$ cat src/rtl/bdm_pkg.sv
`default_nettype none

package bdm_pkg;

  localparam int PIX_W         = 8;
  localparam int CFG_W         = 12;
  localparam int MAX_WIDTH_DEF = 2048;

  localparam logic [CFG_W-1:0] LINE_WIDTH_RESET = 12'd1280;

  typedef struct packed {
    logic [PIX_W-1:0] blue;
    logic [PIX_W-1:0] green;
    logic [PIX_W-1:0] red;
    logic             pad_pixel;
    logic             last;
  } result_t;

  typedef struct packed {
    logic [1:0] n;
    result_t    d0;
    result_t    d1;
  } push_t;

endpackage

`default_nettype wire

$ cat src/rtl/bdm_if.sv
`default_nettype none


interface bdm_out_if;
  logic                      valid;
  logic                      ready;
  logic [bdm_pkg::PIX_W-1:0] blue;
  logic [bdm_pkg::PIX_W-1:0] green;
  logic [bdm_pkg::PIX_W-1:0] red;
  logic                      pad_pixel;
  logic                      last;

  modport source (output valid, output blue, output green, output red,
                  output pad_pixel, output last, input ready);
  modport sink (input valid, input blue, input green, input red,
                input pad_pixel, input last, output ready);
endinterface

`default_nettype wire

$ cat src/rtl/bdm_out_fifo.sv
`default_nettype none

module bdm_out_fifo (
  input  wire logic           clk,
  input  wire logic           rst_n,
  input  wire bdm_pkg::push_t push,
  output logic [1:0]          free,
  bdm_out_if.source           out_chan
);

  bdm_pkg::result_t ent_r [2];
  logic [1:0]       cnt_r, cnt_nxt;
  logic             rd_ptr_r, rd_ptr_nxt;
  logic             wr_ptr;
  logic             pop;
  bdm_pkg::result_t head;

  assign pop    = out_chan.valid && out_chan.ready;
  assign wr_ptr = rd_ptr_r ^ cnt_r[0];
  assign free   = 2'd2 - cnt_r + {1'b0, pop};

  always_comb begin
    cnt_nxt    = cnt_r + push.n - {1'b0, pop};
    rd_ptr_nxt = rd_ptr_r ^ pop;
  end

  always_ff @(posedge clk) begin
    if (!rst_n) begin
      cnt_r    <= '0;
      rd_ptr_r <= 1'b0;
    end else begin
      cnt_r    <= cnt_nxt;
      rd_ptr_r <= rd_ptr_nxt;
    end
  end

  always_ff @(posedge clk) begin
    if (push.n != 2'd0) begin
      ent_r[wr_ptr] <= push.d0;
    end
    if (push.n == 2'd2) begin
      ent_r[~wr_ptr] <= push.d1;
    end
  end

  assign head               = ent_r[rd_ptr_r];
  assign out_chan.valid     = (cnt_r != 2'd0);
  assign out_chan.blue      = head.blue;
  assign out_chan.green     = head.green;
  assign out_chan.red       = head.red;
  assign out_chan.pad_pixel = head.pad_pixel;
  assign out_chan.last      = head.last;

endmodule

`default_nettype wire

$ cat src/flat_wrapper.sv
// flat-port wrapper written by rule: the top's interface ports become plain ports
module bdm_out_fifo_flat 
  (clk, rst_n, push, free, out_chan_valid, out_chan_blue, out_chan_green, out_chan_red, out_chan_pad_pixel, out_chan_last, out_chan_ready);
  bdm_out_if out_chan_i ();
  input  wire logic clk;
  input  wire logic rst_n;
  input  wire bdm_pkg::push_t push;
  output logic [1:0] free;
  output wire logic [$bits(out_chan_i.valid)-1:0] out_chan_valid;
  output wire logic [$bits(out_chan_i.blue)-1:0] out_chan_blue;
  output wire logic [$bits(out_chan_i.green)-1:0] out_chan_green;
  output wire logic [$bits(out_chan_i.red)-1:0] out_chan_red;
  output wire logic [$bits(out_chan_i.pad_pixel)-1:0] out_chan_pad_pixel;
  output wire logic [$bits(out_chan_i.last)-1:0] out_chan_last;
  input wire logic [$bits(out_chan_i.ready)-1:0] out_chan_ready;
  assign out_chan_valid = out_chan_i.valid;
  assign out_chan_blue = out_chan_i.blue;
  assign out_chan_green = out_chan_i.green;
  assign out_chan_red = out_chan_i.red;
  assign out_chan_pad_pixel = out_chan_i.pad_pixel;
  assign out_chan_last = out_chan_i.last;
  assign out_chan_i.ready = out_chan_ready;
  bdm_out_fifo u_core (.clk(clk), .rst_n(rst_n), .push(push), .free(free), .out_chan(out_chan_i));
endmodule
$ cat config.mk
export PLATFORM = sky130hd
export DESIGN_NAME = bdm_out_fifo_flat
export DESIGN_NICKNAME = d
export VERILOG_FILES = /design/src/rtl/bdm_pkg.sv /design/src/rtl/bdm_if.sv /design/src/rtl/bdm_out_fifo.sv /design/src/flat_wrapper.sv
export SDC_FILE = /design/constraint.sdc
export NUM_CORES = 1
export LEC_CHECK = 0
export CELL_PAD_IN_SITES_DETAIL_PLACEMENT = 1
export CELL_PAD_IN_SITES_GLOBAL_PLACEMENT = 2
export CORE_ASPECT_RATIO = 2
export CORE_MARGIN = 1.5
export CORE_UTILIZATION = 40
export DETAILED_ROUTE_END_ITERATION = 16
export DONT_BUFFER_PORTS = 1
export PLACE_DENSITY_LB_ADDON = 0.1
export SYNTH_ARGS = -nofsm -noshare
export SYNTH_HDL_FRONTEND = slang
export SYNTH_SLANG_ARGS = --single-unit
export TNS_END_PERCENT = 20
$ cat constraint.sdc
create_clock -name clk -period 4.6 [get_ports clk]
set_input_delay 0.46 -clock clk [delete_from_list [all_inputs] [get_ports clk]]
set_output_delay 0.46 -clock clk [all_outputs]
set_load 0.01 [all_outputs]
After elaboration in Yosys (flattened, before gate mapping)
Memory sizes are Yosys's and may differ from the RTL's. A register that Yosys moved wholly into a read port is not among the register bits. Cells that the tools add are included.

Output and inout port bits: 29. Register bits: 3. Word-level logic and storage cells: 19. Memories kept: 1. Bits in writable memories: 52.

Reduce and logical (&&, ||, !) cells: 3. Add/sub/neg operators: 4. Muxes and demuxes: 5. Eq/ne operators: 1. Bitwise logic cells: 3.

Memory list: u_core.ent_r (words 2, bits a word 26, read ports 1, clocked after memory_dff 1, wr ports 2, RTL line bdm_out_fifo.sv:11) `bdm_pkg::result_t ent_r [2];`.

Operators by type and width (count): two-way mux 1 bit (5); nonzero test 2 bit (2); adder 2 x 1 -> 2 bit (1); adder 2 bit (1); == test 2 bit (second input constant) (1); subtractor 2 x 1 -> 2 bit (1); subtractor 2 bit (first input constant) (1); bitwise XOR 1 bit (2); logical AND 1 bit (1); inverter 1 bit (1).

Longest topological paths before layout
Depth in word-level cells: 4. Mapped depth: 8. Depth with buffers taken out: 8.

Worst setup path before layout
OpenSTA, ideal clock, no wires.

Path type: input to register. From: input push[53] in the netlist's numbering. To: memory u_core.ent_r[0][0] in the netlist's numbering (enable). Cell stages on the path: 2. Required time: 4.155 ns. Setup time: 0.445 ns. Buffers on the path: 0. Data arrival time: 2.370 ns. Setup slack: 1.785 ns. Path through: inv_1 > o21ai_0.

RTL lines: start: declaration (RTL line flat_wrapper.sv:7) `input wire bdm_pkg::push_t push;`; end: declaration (RTL line bdm_out_fifo.sv:11).

==> results_dict.tcl <==
set metrics [dict create \
    ys_seq_area_share_pct 58.2 \
    cts.repair.resized 0 \
    clkSinkCount 56 \
    ys_warn_count 0 \
    io_pins 86 \
    drv_slew 0 \
    nNetsFinal 229 \
    path_clk_slew_ns 0.06 \
    grt_max_degree 27 \
    place.gp.congestion 0.643 \
    routed_wl_um 5260 \
    register_area_um2 1640 \
    cp_data_required_time_ns 4.64 \
    grtUsageTotal_pct 14.6 \
    cp.arrival_ns 2.08 \
    drtPass1Iterations 4 \
    initial_core_util_pct 41.0 \
    insertion_delay_ns 0.29 \
    core_um2 6890 \
    cts_buffers 5 \
    synth_cells 166 \
    critPathLaunchType "flop" \
    multi_input_area_um2 1110 \
    clockRootBuffer "clkbuf_16" \
    final_common_cell "mux2_2" \
    dieWidth_um 62.4 \
    cts_tree "done" \
    syn-num-nets 226 \
    cap_violations 0 \
    cts-htree-levels 2 \
    synth_top_cell_area_share_pct 55.3 \
    syn_avg_cell_area_um2 17.0 \
    rows 43 \
    synth_cell_types 19 \
    critPathKind "flop to flop" \
    tns_ns 0 \
    grt_pass1_wl_um 8250 \
    synth_top_cell_by_area "edfxtp_1" \
    post-cts-setup-buffer-count 0 \
    post-route-period-util_pct 44.3 \
    hold_viol_final 0 \
    wl_per_cell_um 20.2 \
    cts_buffer_depth 2 \
    rsz0062_at_grt "no" \
    antenna_found_initial 0 \
    power.density_nw_per_um2 562 \
    final_cell_mix "mux2_2, edfxtp_1, mux2_4" \
    fillers 729 \
    synth_area_leaders "edfxtp_1, mux2_2, mux2_4" \
    run_status "completed" \
    finalSetupViolCount 0 \
    drc 0 \
    hold_buffers 0 \
    antenna_left 0 \
    period_needed_ns 2.04 \
    hold_path.class "input port to flop" \
    skew_ns 0.00377 \
    grt_pass1_vias 1588 \
    io_buffer_count 0 \
    syn2layout_area_growth_pct 8.12 \
    synth-seq-cells 56 \
    viasPerCell 5.30 \
    crit_fanout 26 \
    drtIter0Drc 18 \
    netlist_area_um2 2820 \
    max_freq_mhz 490 \
    die_height_um 122 \
    vdd_drop_max_uv 421 \
    utilization_pct 44.3 \
    route.vias.total 1377 \
    antenna_cells 0 \
    p_leak_nw 1.13 \
    cp-end-kind "flop" \
    layout-drive-gt1-share_pct 52.9 \
    die-area_um2 7600 \
    tightest_slew_ns 0.848 \
    relSlewSlack_pct 43.5 \
    overflow 0 \
]
## power breakdown
part	internal (mW)	switching, mW
combinational	0.260	0.308
sequential	0.744	0.0417
clock	0.201	0.160
## cell families (layout without fill, tap and decap cells)
kind of cell	Yosys count	count (layout)	synth area share, %
multiplexers	78	78	33.8
flip-flops	56	56	58.2
buffers and inverters	12	16	2.48
AND/OR/NAND/NOR	8	8	1.73
XOR/XNOR	6	6	1.86
adder cells (fa/ha/maj)	3	3	1.33
AO/OA/AOI/OAI	3	3	0.621
## final cells by class
cell class	instances	share of cell area [%]
Inverter	4	0.492
Sequential cell	56	53.8
Timing Repair Buffer	4	0.984
Clock inverter	1	0.123
Multi-Input combinational cell	98	36.5
Clock buffer	7	4.35
Tap cell	90	3.69
## worst max-delay path, cell delays in order (launching register included)
cell,delay [ns]
dfxtp_1,0.35
xnor2_1,0.28
or3_2,0.74
mux2_2,0.42
## cell usage after synthesis (all sizes together)
library cell,count
clkbuf,1
edfxtp,52
mux2,78
o21ai,2
o21a,1
ha,3
or3,1
or2,1
nand3b,1
and2,4
xnor2,5
nand2,1
buf,7
xor2,1
dfxtp,4
inv,4
## through the flow
step	setup slack (ns)	hold WS (ns)	cell area [um2]	power, mW	instances
2_1_floorplan	1.79	0.582	2820	1.26	166
3_3_place_gp	2.55	0.583	2910	1.36	252
3_5_place_dp	2.53	0.592	2910	1.38	252
4_1_cts	2.52	0.294	3050	1.75	260
5_1_grt	2.43	0.291	3050	1.81	260
6_report	2.56	0.302	3050	1.71	260
## registers in the layout, summed over array words and instances (netlist names), named ones only
signal           count
u_core.cnt_r         2
u_core.ent_r        52
u_core.rd_ptr_r      1
## worst paths after layout
check	slack (ns)	endpoint	startpoint	cells after the start
hold reg to reg	0.66	flop	u_core.rd_ptr_r$_SDFF_PN0_	2
setup reg to reg	2.56	u_core.ent_r[0][0]$_DFFE_PP_	u_core.cnt_r[0]$_SDFF_PN0_	3
hold / removal	0.30	flop	rst_n	1
setup / recovery	2.56	u_core.ent_r[0][0]$_DFFE_PP_	u_core.cnt_r[0]$_SDFF_PN0_	3
## per-layer routing
metal / share of wire (%) / vias up / routed length [um] / track usage (%)
li1: - / 633 / - / -
met1: 33 / 686 / 1720 / 14.4
met2: 57 / 52 / 2970 / 26.5
met3: 8.9 / 6 / 466 / 5.72
met4: 1.9 / 0 / 101 / 7.36
met5: 0 / - / 0 / 0
No activity file was read; power rests on OpenSTA's default activity.
